`config.mk`:
```
export PLATFORM = sky130hd
export DESIGN_NAME = first_fit_interval_slot_allocator_top_flat
export DESIGN_NICKNAME = d
export VERILOG_FILES = /design/src/rtl/ffisa_pkg.sv /design/src/rtl/ffisa_if.sv /design/src/rtl/ffisa_ram.sv /design/src/rtl/first_fit_interval_slot_allocator_top.sv /design/src/flat_wrapper.sv
export SDC_FILE = /design/constraint.sdc
export NUM_CORES = 2
export LEC_CHECK = 0
export BUFFER_PORTS_ARGS = -buffer_cell sky130_fd_sc_hd__buf_2
export CORE_ASPECT_RATIO = 1.4
export CORE_MARGIN = 2
export CORE_UTILIZATION = 56
export DETAILED_ROUTE_END_ITERATION = 10
export HOLD_SLACK_MARGIN = 0.06
export PLACE_DENSITY = 0.8
export SYNTH_ARGS = -nofsm -noshare
export SYNTH_HDL_FRONTEND = slang
export SYNTH_SLANG_ARGS = --single-unit
```
`constraint.sdc`:
```
create_clock -name clk -period 5.3 [get_ports clk]
set_clock_uncertainty 0.1 [all_clocks]
set_input_delay 1.325 -clock clk [delete_from_list [all_inputs] [get_ports clk]]
set_output_delay 1.325 -clock clk [all_outputs]
set_load 0.03 [all_outputs]
```
`src/rtl/ffisa_pkg.sv`:
```
// ----------------------------------------------------------------------------
// ffisa_pkg
// Shared constants and types for the first-fit interval slot allocator.
// ----------------------------------------------------------------------------
package ffisa_pkg;

  localparam int SLOTS         = 64;
  localparam int POSITION_BITS = 8;
  localparam int KIND_BITS     = 3;
  localparam int IDX_BITS      = (SLOTS > 1) ? $clog2(SLOTS) : 1;
  localparam int CNT_BITS      = $clog2(SLOTS + 1);
  localparam int INDEX_OUT_BITS = 6;
  localparam int COUNT_OUT_BITS = 7;

  localparam logic OP_CLEAR = 1'b0;
  localparam logic OP_ALLOC = 1'b1;

  typedef logic [KIND_BITS-1:0]     kind_t;
  typedef logic [POSITION_BITS-1:0] pos_t;
  typedef logic [IDX_BITS-1:0]      idx_t;
  typedef logic [CNT_BITS-1:0]      cnt_t;

  typedef struct packed {
    kind_t kind;
    pos_t  first;
    pos_t  last;
  } slot_entry_t;

  localparam int ENTRY_BITS = $bits(slot_entry_t);

endpackage

```
`src/rtl/ffisa_if.sv`:
```
// ----------------------------------------------------------------------------
// ffisa request and result channels
// Valid/ready channels carrying one request beat and one result beat.
// ----------------------------------------------------------------------------
interface ffisa_req_if;
  import ffisa_pkg::*;

  logic                     valid;
  logic                     ready;
  logic                     opcode;
  logic [KIND_BITS-1:0]     kind;
  logic                     optimizable;
  logic [POSITION_BITS-1:0] first_use;
  logic [POSITION_BITS-1:0] last_use;

  modport source (output valid, opcode, kind, optimizable, first_use, last_use,
                  input ready);
  modport sink   (input valid, opcode, kind, optimizable, first_use, last_use,
                  output ready);
endinterface

interface ffisa_rsp_if;
  import ffisa_pkg::*;

  logic                      valid;
  logic                      ready;
  logic [INDEX_OUT_BITS-1:0] slot_index;
  logic                      reused;
  logic                      overflow;
  logic [COUNT_OUT_BITS-1:0] slots_in_use;

  modport source (output valid, slot_index, reused, overflow, slots_in_use,
                  input ready);
  modport sink   (input valid, slot_index, reused, overflow, slots_in_use,
                  output ready);
endinterface

```
`src/rtl/ffisa_ram.sv`:
```
// ----------------------------------------------------------------------------
// ffisa_ram
// Generic simple dual-port RAM: one write port, one registered read port.
// ----------------------------------------------------------------------------
module ffisa_ram #(
  parameter int WIDTH = 8,
  parameter int DEPTH = 64
) (
  input  logic                                     clk,
  input  logic                                     we,
  input  logic [((DEPTH > 1) ? $clog2(DEPTH) : 1)-1:0] waddr,
  input  logic [WIDTH-1:0]                         wdata,
  input  logic [((DEPTH > 1) ? $clog2(DEPTH) : 1)-1:0] raddr,
  output logic [WIDTH-1:0]                         rdata
);

  logic [WIDTH-1:0] mem [DEPTH];

  always_ff @(posedge clk) begin
    if (we) begin
      mem[waddr] <= wdata;
    end
    rdata <= mem[raddr];
  end

endmodule

```
`src/rtl/first_fit_interval_slot_allocator_top.sv`:
```
// ----------------------------------------------------------------------------
// first_fit_interval_slot_allocator_top
// First-fit allocator of lifetime intervals to storage slots.
// ----------------------------------------------------------------------------
// One request is handled at a time. The table has a single read port, so a
// first-fit scan reads one entry per cycle. Results are registered after
// accept as follows:
//   clear: through EMIT.
//   allocation that opens a new slot directly: through NEW, then EMIT.
//   allocation that scans: through SCAN until the first fitting slot, or
//   through SCAN over all occupied slots and then NEW, then EMIT.
// The next request is accepted in the cycle after the result is registered,
// even while that result waits downstream. A new result is not registered
// while the previous beat is still waiting. The table needs no clearing
// after reset.
// ----------------------------------------------------------------------------
module first_fit_interval_slot_allocator_top (
  input  logic        clk,
  input  logic        rst,
  ffisa_req_if.sink   req,
  ffisa_rsp_if.source rsp
);
  import ffisa_pkg::*;

  localparam logic [1:0] ST_IDLE = 2'd0;
  localparam logic [1:0] ST_SCAN = 2'd1;
  localparam logic [1:0] ST_NEW  = 2'd2;
  localparam logic [1:0] ST_EMIT = 2'd3;

  logic [1:0]  state, state_next;
  cnt_t        count, count_next;
  idx_t        chk, chk_next;
  kind_t       kind;
  pos_t        lo, hi;

  logic        res_valid, res_valid_next;
  idx_t        res_index, res_index_next;
  logic        res_reused, res_reused_next;
  logic        res_overflow, res_overflow_next;

  logic        load;
  idx_t        out_index;
  logic        out_reused;
  logic        out_overflow;
  cnt_t        out_count;

  logic        we;
  idx_t        waddr, raddr;
  slot_entry_t wdata, rdata;

  logic        accept, overlap, match, more;
  pos_t        in_lo, in_hi;

  ffisa_ram #(
    .WIDTH (ENTRY_BITS),
    .DEPTH (SLOTS)
  ) u_table (
    .clk   (clk),
    .we    (we),
    .waddr (waddr),
    .wdata (wdata),
    .raddr (raddr),
    .rdata (rdata)
  );

  assign accept  = req.valid && req.ready;
  assign in_lo   = (req.last_use < req.first_use) ? req.last_use : req.first_use;
  assign in_hi   = (req.last_use < req.first_use) ? req.first_use : req.last_use;
  assign overlap = (rdata.first <= hi) && (lo <= rdata.last);
  assign match   = !overlap && (rdata.kind == kind);
  assign more    = (cnt_t'(chk) + cnt_t'(1)) < count;

  assign req.ready = (state == ST_IDLE);

  always_comb begin
    state_next        = state;
    count_next        = count;
    chk_next          = chk;
    res_valid_next    = res_valid && !rsp.ready;
    res_index_next    = res_index;
    res_reused_next   = res_reused;
    res_overflow_next = res_overflow;
    load              = 1'b0;
    we                = 1'b0;
    waddr             = chk;
    wdata             = rdata;
    raddr             = '0;
    unique case (state)
      ST_IDLE: begin
        chk_next = '0;
        if (accept) begin
          if (req.opcode == OP_CLEAR) begin
            count_next        = '0;
            res_index_next    = '0;
            res_reused_next   = 1'b0;
            res_overflow_next = 1'b0;
            state_next        = ST_EMIT;
          end else if (count == '0 || !req.optimizable) begin
            state_next = ST_NEW;
          end else begin
            state_next = ST_SCAN;
          end
        end
      end
      ST_SCAN: begin
        raddr = chk + idx_t'(1);
        if (match) begin
          we                = 1'b1;
          waddr             = chk;
          wdata.kind        = rdata.kind;
          wdata.first       = (lo < rdata.first) ? lo : rdata.first;
          wdata.last        = (hi > rdata.last) ? hi : rdata.last;
          res_index_next    = chk;
          res_reused_next   = 1'b1;
          res_overflow_next = 1'b0;
          state_next        = ST_EMIT;
        end else if (more) begin
          chk_next = chk + idx_t'(1);
        end else begin
          state_next = ST_NEW;
        end
      end
      ST_NEW: begin
        res_reused_next = 1'b0;
        if (count == cnt_t'(SLOTS)) begin
          res_index_next    = '0;
          res_overflow_next = 1'b1;
        end else begin
          we                = 1'b1;
          waddr             = count[IDX_BITS-1:0];
          wdata.kind        = kind;
          wdata.first       = lo;
          wdata.last        = hi;
          res_index_next    = count[IDX_BITS-1:0];
          res_overflow_next = 1'b0;
          count_next        = count + cnt_t'(1);
        end
        state_next = ST_EMIT;
      end
      ST_EMIT: begin
        if (!res_valid || rsp.ready) begin
          load           = 1'b1;
          res_valid_next = 1'b1;
          state_next     = ST_IDLE;
        end
      end
      default: state_next = ST_IDLE;
    endcase
  end

  always_ff @(posedge clk) begin
    if (rst) begin
      state     <= ST_IDLE;
      count     <= '0;
      res_valid <= 1'b0;
    end else begin
      state     <= state_next;
      count     <= count_next;
      res_valid <= res_valid_next;
    end
    chk          <= chk_next;
    res_index    <= res_index_next;
    res_reused   <= res_reused_next;
    res_overflow <= res_overflow_next;
    if (load) begin
      out_index    <= res_index;
      out_reused   <= res_reused;
      out_overflow <= res_overflow;
      out_count    <= count;
    end
    if (accept) begin
      kind <= req.kind;
      lo   <= in_lo;
      hi   <= in_hi;
    end
  end

  // Hold result fields steady in the output register while the beat waits.
  assign rsp.valid        = res_valid;
  assign rsp.slot_index   = INDEX_OUT_BITS'(out_index);
  assign rsp.reused       = out_reused;
  assign rsp.overflow     = out_overflow;
  assign rsp.slots_in_use = COUNT_OUT_BITS'(out_count);

  assert property (@(posedge clk) disable iff (rst) count <= cnt_t'(SLOTS))
    else $error("slot count beyond table size");

  assert property (@(posedge clk) disable iff (rst)
    rsp.valid && rsp.overflow |-> out_count == cnt_t'(SLOTS) && !rsp.reused)
    else $error("overflow reported with free slots");

  assert property (@(posedge clk) disable iff (rst)
    state == ST_SCAN |-> cnt_t'(chk) < count)
    else $error("scan beyond occupied slots");

  assert property (@(posedge clk) disable iff (rst)
    rsp.valid && rsp.reused |-> cnt_t'(out_index) < out_count)
    else $error("reuse of unoccupied slot");

endmodule

```
`src/flat_wrapper.sv`:
```
// flat-port wrapper written by rule: the top's interface ports become plain ports
module first_fit_interval_slot_allocator_top_flat import ffisa_pkg::*;
  (clk, rst, req_valid, req_opcode, req_kind, req_optimizable, req_first_use, req_last_use, req_ready, rsp_valid, rsp_slot_index, rsp_reused, rsp_overflow, rsp_slots_in_use, rsp_ready);
  ffisa_req_if req_i ();
  ffisa_rsp_if rsp_i ();
  input  logic clk;
  input  logic rst;
  input wire logic [$bits(req_i.valid)-1:0] req_valid;
  input wire logic [$bits(req_i.opcode)-1:0] req_opcode;
  input wire logic [$bits(req_i.kind)-1:0] req_kind;
  input wire logic [$bits(req_i.optimizable)-1:0] req_optimizable;
  input wire logic [$bits(req_i.first_use)-1:0] req_first_use;
  input wire logic [$bits(req_i.last_use)-1:0] req_last_use;
  output wire logic [$bits(req_i.ready)-1:0] req_ready;
  output wire logic [$bits(rsp_i.valid)-1:0] rsp_valid;
  output wire logic [$bits(rsp_i.slot_index)-1:0] rsp_slot_index;
  output wire logic [$bits(rsp_i.reused)-1:0] rsp_reused;
  output wire logic [$bits(rsp_i.overflow)-1:0] rsp_overflow;
  output wire logic [$bits(rsp_i.slots_in_use)-1:0] rsp_slots_in_use;
  input wire logic [$bits(rsp_i.ready)-1:0] rsp_ready;
  assign req_i.valid = req_valid;
  assign req_i.opcode = req_opcode;
  assign req_i.kind = req_kind;
  assign req_i.optimizable = req_optimizable;
  assign req_i.first_use = req_first_use;
  assign req_i.last_use = req_last_use;
  assign req_ready = req_i.ready;
  assign rsp_valid = rsp_i.valid;
  assign rsp_slot_index = rsp_i.slot_index;
  assign rsp_reused = rsp_i.reused;
  assign rsp_overflow = rsp_i.overflow;
  assign rsp_slots_in_use = rsp_i.slots_in_use;
  assign rsp_i.ready = rsp_ready;
  first_fit_interval_slot_allocator_top u_core (.clk(clk), .rst(rst), .req(req_i), .rsp(rsp_i));
endmodule
```
### After elaboration in Yosys (flattened, before gate mapping)

Memories as Yosys holds them, arrays and structs flattened. A register that Yosys moved wholly into a read port is not among the register bits.
Cells that the tools add are included.

* memories: 1
* bits in registers: 58
* output and inout bits: 17
* bits of input ports: 25
* memory bits (writable): 1216
* logic and storage cells: 101

Memory list
* u_core.u_table.mem: depth 64, width 19, read ports 1, clocked after Yosys merged registers in 1, write ports 1, line ffisa_ram.sv:17 `logic [WIDTH-1:0] mem [DEPTH];`

* reduce and logical (&&, ||, !) cells: 19
* multiplexer cells: 45
* equality and inequality tests: 13
* $lt $le $gt $ge: 6
* add/sub/neg operators: 3

Operators by type and width (count)
* 6-bit 2-to-1 mux: 9
* 19-bit case mux with 2 select lines: 1
* 8-bit 2-to-1 mux: 4
* 7-bit 2-to-1 mux: 3
* 19-bit 2-to-1 mux: 1
* 6-bit case mux with 3 select lines: 1
* 8-bit <= comparator: 2
* 8-bit < comparator: 2
* 16-bit 2-to-1 mux: 1
* 7-bit case mux with 2 select lines: 1
* 1-bit 2-to-1 mux: 13
* 2-bit 2-to-1 mux: 6
* 6-bit case mux with 2 select lines: 1
* 8-bit > comparator: 1
* 2-bit inequality test (second input constant): 4
* 2-bit case mux with 4 select lines: 1
* 4-bit AND reduction: 2
* 6-bit by 1-bit adder with 7-bit output (second input constant): 1
* 7-bit by 1-bit adder with 7-bit output (second input constant): 1
* 7-bit equality test (second input constant): 1
* 7-bit zero test: 1
* 7-bit < comparator: 1
* 6-bit by 1-bit adder with 6-bit output (second input constant): 1
* 2-bit by 1-bit inequality test with 1-bit output (second input constant): 3
* 13 further kinds: 24

### Logic depth before layout (Yosys ltp)

* depth after elaboration: 8
* depth in mapped cells: 15
* mapped depth without buffers: 10

### By module

A second synthesis with hierarchy kept.

* cells, all modules: 2478
* area total of the unflattened synthesis: 51075.2 µm²

By module, submodules not included
* ffisa_ram: cells each 2113, seq. area each 36895.4 µm², times used 1, area an instance 47113.9 µm²
* first_fit_interval_slot_allocator_top: cells each 365, seq. area each 1641.6 µm², times used 1, area an instance 3961.3 µm²

### Worst setup path before layout

No wires, ideal clock.

* path type: reg2reg
* start: reg u_core.lo[1]
* end: mem u_core.u_table.mem[0][0] (netlist bit), data pin
* arrival time: 3.703 ns
* buffers on the path: 0
* period minus slack after synthesis: 4.343 ns
* data required time: 4.660 ns
* cell stages (with the launch flop): 9
* slack: 0.957 ns
* library setup time: 0.540 ns
* cells stage by stage: edfxtp_1 > ha_1 > nor2b_1 > o211ai_1 > a21oi_1 > o21ai_0 > a21oi_1 > a41oi_1 > o2bb2ai_1

* word-level cells in the longest chain between the ends: 6

RTL lines
* start, declared: line first_fit_interval_slot_allocator_top.sv:34 `pos_t lo, hi;`
* start signal, assigned: line first_fit_interval_slot_allocator_top.sv:173 `lo <= in_lo;`
* 8-bit <= comparator: line first_fit_interval_slot_allocator_top.sv:69 `assign overlap = (rdata.first <= hi) && (lo <= rdata.last);`
* 1-bit logical AND: line first_fit_interval_slot_allocator_top.sv:69
* 1-bit zero test: line first_fit_interval_slot_allocator_top.sv:70 `assign match = !overlap && (rdata.kind == kind);`
* 1-bit logical AND: line first_fit_interval_slot_allocator_top.sv:70
* 16-bit 2-to-1 mux: line first_fit_interval_slot_allocator_top.sv:107 `if (match) begin`
* 19-bit case mux with 2 select lines: line first_fit_interval_slot_allocator_top.sv:88 `unique case (state)`
* net u_core.u_table.wdata[0]: line ffisa_ram.sv:12 `input logic [WIDTH-1:0] wdata,`
* end, declared: line ffisa_ram.sv:17

The timed path passes the listed nets, and every way through them passes these cells.

### Worst setup path after layout

* start: reg u_core.chk[1]
* end: reg u_core.u_table.rdata[4], read port of u_core.u_table.mem

* word-level cells in the longest chain between the ends: 2

RTL lines
* start, declared: line first_fit_interval_slot_allocator_top.sv:32 `idx_t chk, chk_next;`
* start signal, assigned: line first_fit_interval_slot_allocator_top.sv:161 `chk <= chk_next;`
* 6-bit by 1-bit adder with 6-bit output: line first_fit_interval_slot_allocator_top.sv:106 `raddr = chk + idx_t'(1);`
* 6-bit 2-to-1 mux: line first_fit_interval_slot_allocator_top.sv:88
* end, declared: line ffisa_ram.sv:14 `output logic [WIDTH-1:0] rdata`

No other way between the ends.
A chain may end at the register's enable or synchronous reset.

==> impl_metrics.py <==
metrics = {
    "outcome": {
        "outcome": "complete, no violations",
    },
    "clock_network": {
        "path_clk_slew_ns": 0.07,
        "cts_resized": 0,
        "cts_num_sinks": 1293,
        "cts_tree": "yes",
        "ctsHoldBuffers": 0,
        "cts_setup_buffers": 0,
        "insertion_delay_ns": 0.73,
        "cts_root_buf": "clkbuf_16",
        "htree_num_levels": 3,
        "cts_max_path_buffers": 3,
        "cts_buffers": 106,
    },
    "synthesis": {
        "synth_cell_types": 80,
        "postSynth.asyncResetShare": 0,
        "synth_top_cells_by_area": "edfxtp_1 73%, nand2_1 2.6%, mux2i_1 2.2%",
        "muxShareOfSynthArea": 0.0514,
        "synth_top_area_share": 0.725,
        "synth_top_cell_by_area": "edfxtp_1",
        "synthAdderAreaFrac": 0.0122,
        "netlist_instances": 3426,
        "syn-num-nets": 3502,
        "synth.avg_cell_area_um2": 15.3,
        "synth-seq-area-share": 0.736,
        "synth_top_family_by_area": "compound AO/OA/AOI/OAI gates",
        "synth-main-ff-cell": "edfxtp_1",
        "syn_area_um2": 52400,
        "synth_compound_area_frac": 0.103,
        "synth-simple-area-share": 0.0677,
        "synth_edf_count": 1264,
        "yosysWarnings": 0,
        "synth-xor-area-share": 0.00234,
        "ys_ff_latch": 1293,
    },
    "power": {
        "irDropWorstVdd_mv": 0.604,
        "combPwrFrac": 0.351,
        "powerDensity_nw_per_um2": 587,
        "clkPwrFrac": 0.234,
        "internal-power_mw": 21.6,
        "swShare": 0.373,
        "total_power_mw": 34.5,
        "p_switching_mw": 12.9,
        "power_frac_seq": 0.415,
        "leakage_nw": 19.2,
    },
    "setup_path": {
        "cp-start-kind": "flip-flop",
        "crit_fanout": 52,
        "end_kind": "flip-flop",
        "worstPathRequired_ns": 5.80,
        "crit_arrival_ns": 5.03,
        "worstSetupPathType": "reg -> reg",
        "rrSetupSlack_ns": 0.76,
    },
    "routing": {
        "drc": 0,
        "wl_per_cell_um": 31.9,
        "viasPerCell": 6.98,
        "drt_pass1_iterations": 6,
        "drtIter0Drc": 5895,
        "num_vias": 33700,
        "wirelength_um": 154000,
        "drtAntennaViolNets": 0,
    },
    "grt": {
        "grt_max_degree": 162,
        "grt_pass1_vias": 32200,
        "track_usage": 0.317,
        "antenna_found_initial": 11,
        "grt_pass1_wl_um": 220000,
        "gr-total-overflow": 0,
    },
    "sta": {
        "rsz0062_at_grt": "no",
        "holdWs_ns": 0.318,
        "tightest_slew_ns": 1.41,
        "slew_headroom": 0.0570,
        "hold_viol": 0,
        "period_minus_slack_ns": 4.54,
        "report.final.setup_viol": 0,
        "fin_setup_tns_ns": 0,
        "maxSlewViolCount": 0,
        "max_freq_ghz": 0.220,
        "fin_crit_sh": 0.856,
    },
    "cells_and_area": {
        "final_cell_mix": "1264 x edfxtp_1, 365 x nand2_1, 170 x buf_4, 137 x a21oi_1, 117 x o21ai_0",
        "finalNonFillerCells": 4830,
        "drive_above_1_share": 0.167,
        "multi_input_area_um2": 13100,
        "register_area_um2": 38500,
        "syn2layout_area_growth_pct": 12.3,
        "layout_commonest_cell": "edfxtp_1",
        "nNetsFinal": 3609,
        "fillCellCount": 6151,
    },
    "placed_design": {
        "dp_hpwl_um": 89600,
        "port_buffers": 41,
        "numPlacedInstances": 4631,
        "finalWeightedCongestion": 0.972,
    },
    "floorplan": {
        "die_area_um2": 96000,
        "pin_count": 42,
        "die_w_um": 262,
        "placementRows": 132,
        "core_area_um2": 92700,
        "die_y_um": 366,
        "initial_core_util": 0.565,
    },
    "hold_path": {
        "hold_class": "reg -> reg",
    },
    "flow_run": {
        "cap_violations": 0,
    },
}
-- flip-flops by register name, summed over array words and instances (netlist names), 3 cells and up --
register and flops:
u_core.res_index 6, u_core.lo 8, u_core.chk 6, u_core.u_table.rdata 19, u_core.rsp.slots_in_use 7, u_core.u_table.mem 1216, u_core.kind 3, u_core.hi 8
u_core.rsp.slot_index 6, u_core.count 7
-- synthesized netlist by cell type (74+ instances only) --
cell type	instances
a211oi_1	93
a21oi_1	138
buf_2	96
clkbuf_1	83
edfxtp_1	1264
inv_1	79
mux2i_1	116
nand2_1	365
nand3_1	74
nor2_1	90
nor3_1	109
o21ai_0	118
-- worst max-delay path, cell delays in order, from the launching register on --
cell and delay [ns]:
edfxtp_1 0.55, ha_4 0.64, nand2_4 0.18, inv_6 0.58, buf_4 0.34, o221ai_1 0.13, o21ai_0 0.11, a21oi_1 0.10
a21oi_1 0.54, nand3_1 0.57, o211ai_1 0.51
-- power groups by stage --
stage                     Clock [mW]  Sequential, mW  Combinational (mW)
after global routing            8.42            14.4                12.5
after floorplan                    0            14.6                6.58
final                           8.07            14.3                12.1
after CTS                       8.08            14.3                11.6
after detailed placement           0            14.5                11.5
after global placement             0            14.5                11.3
-- path summary, 6_finish.rpt --
kind / start / to / cells past startpoint
worst max-delay path: u_core.chk[1]$_DFFE_PP_ / u_core.u_table.rdata[4]$_DFF_P_ / 10
worst min-delay path: u_core.res_index[2]$_DFFE_PP_ / u_core.rsp.slot_index[2]$_DFFE_PP_ / 0
worst max register to register: u_core.chk[1]$_DFFE_PP_ / u_core.u_table.rdata[4]$_DFF_P_ / 10
worst min register to register: u_core.res_index[2]$_DFFE_PP_ / u_core.rsp.slot_index[2]$_DFFE_PP_ / 0
-- cell type report --
type,count,area share
clock inverters,69,0.0119
inverters,82,0.00553
multi-input cells,1825,0.223
flip-flops and latches,1293,0.655
diodes,2,0.0000851
clock buffers,128,0.0488
well taps,1206,0.0257
repair buffers,225,0.0300
-- layer usage --
layer	wire length [um]	part of all wire	global-route usage
met3	21600	0.14	0.0762
met4	12500	0.081	0.225
met1	48700	0.32	0.390
met5	107	0.00069	0
met2	71400	0.46	0.496
-- cell families (layout without fill, tap and decap cells) --
logic type | count (synthesis) | count (layout)
xor+xnor | 11 | 11
flops | 1293 | 1293
mux | 209 | 209
simple gates | 777 | 777
compound gates | 777 | 777
other cells | 0 | 2
buf+inv | 308 | 504
fa+ha+maj | 51 | 51
-- per-stage QoR --
stage	setup WS [ns]	area, um2	utilization
floorplan	0.957	52400	-
global placement	1.14	55200	0.596
detailed placement	1.03	55200	0.596
CTS	1.00	58800	0.635
global route	0.792	58800	0.635
finish	0.763	58800	0.635
(Power assumes the default switching activity.)
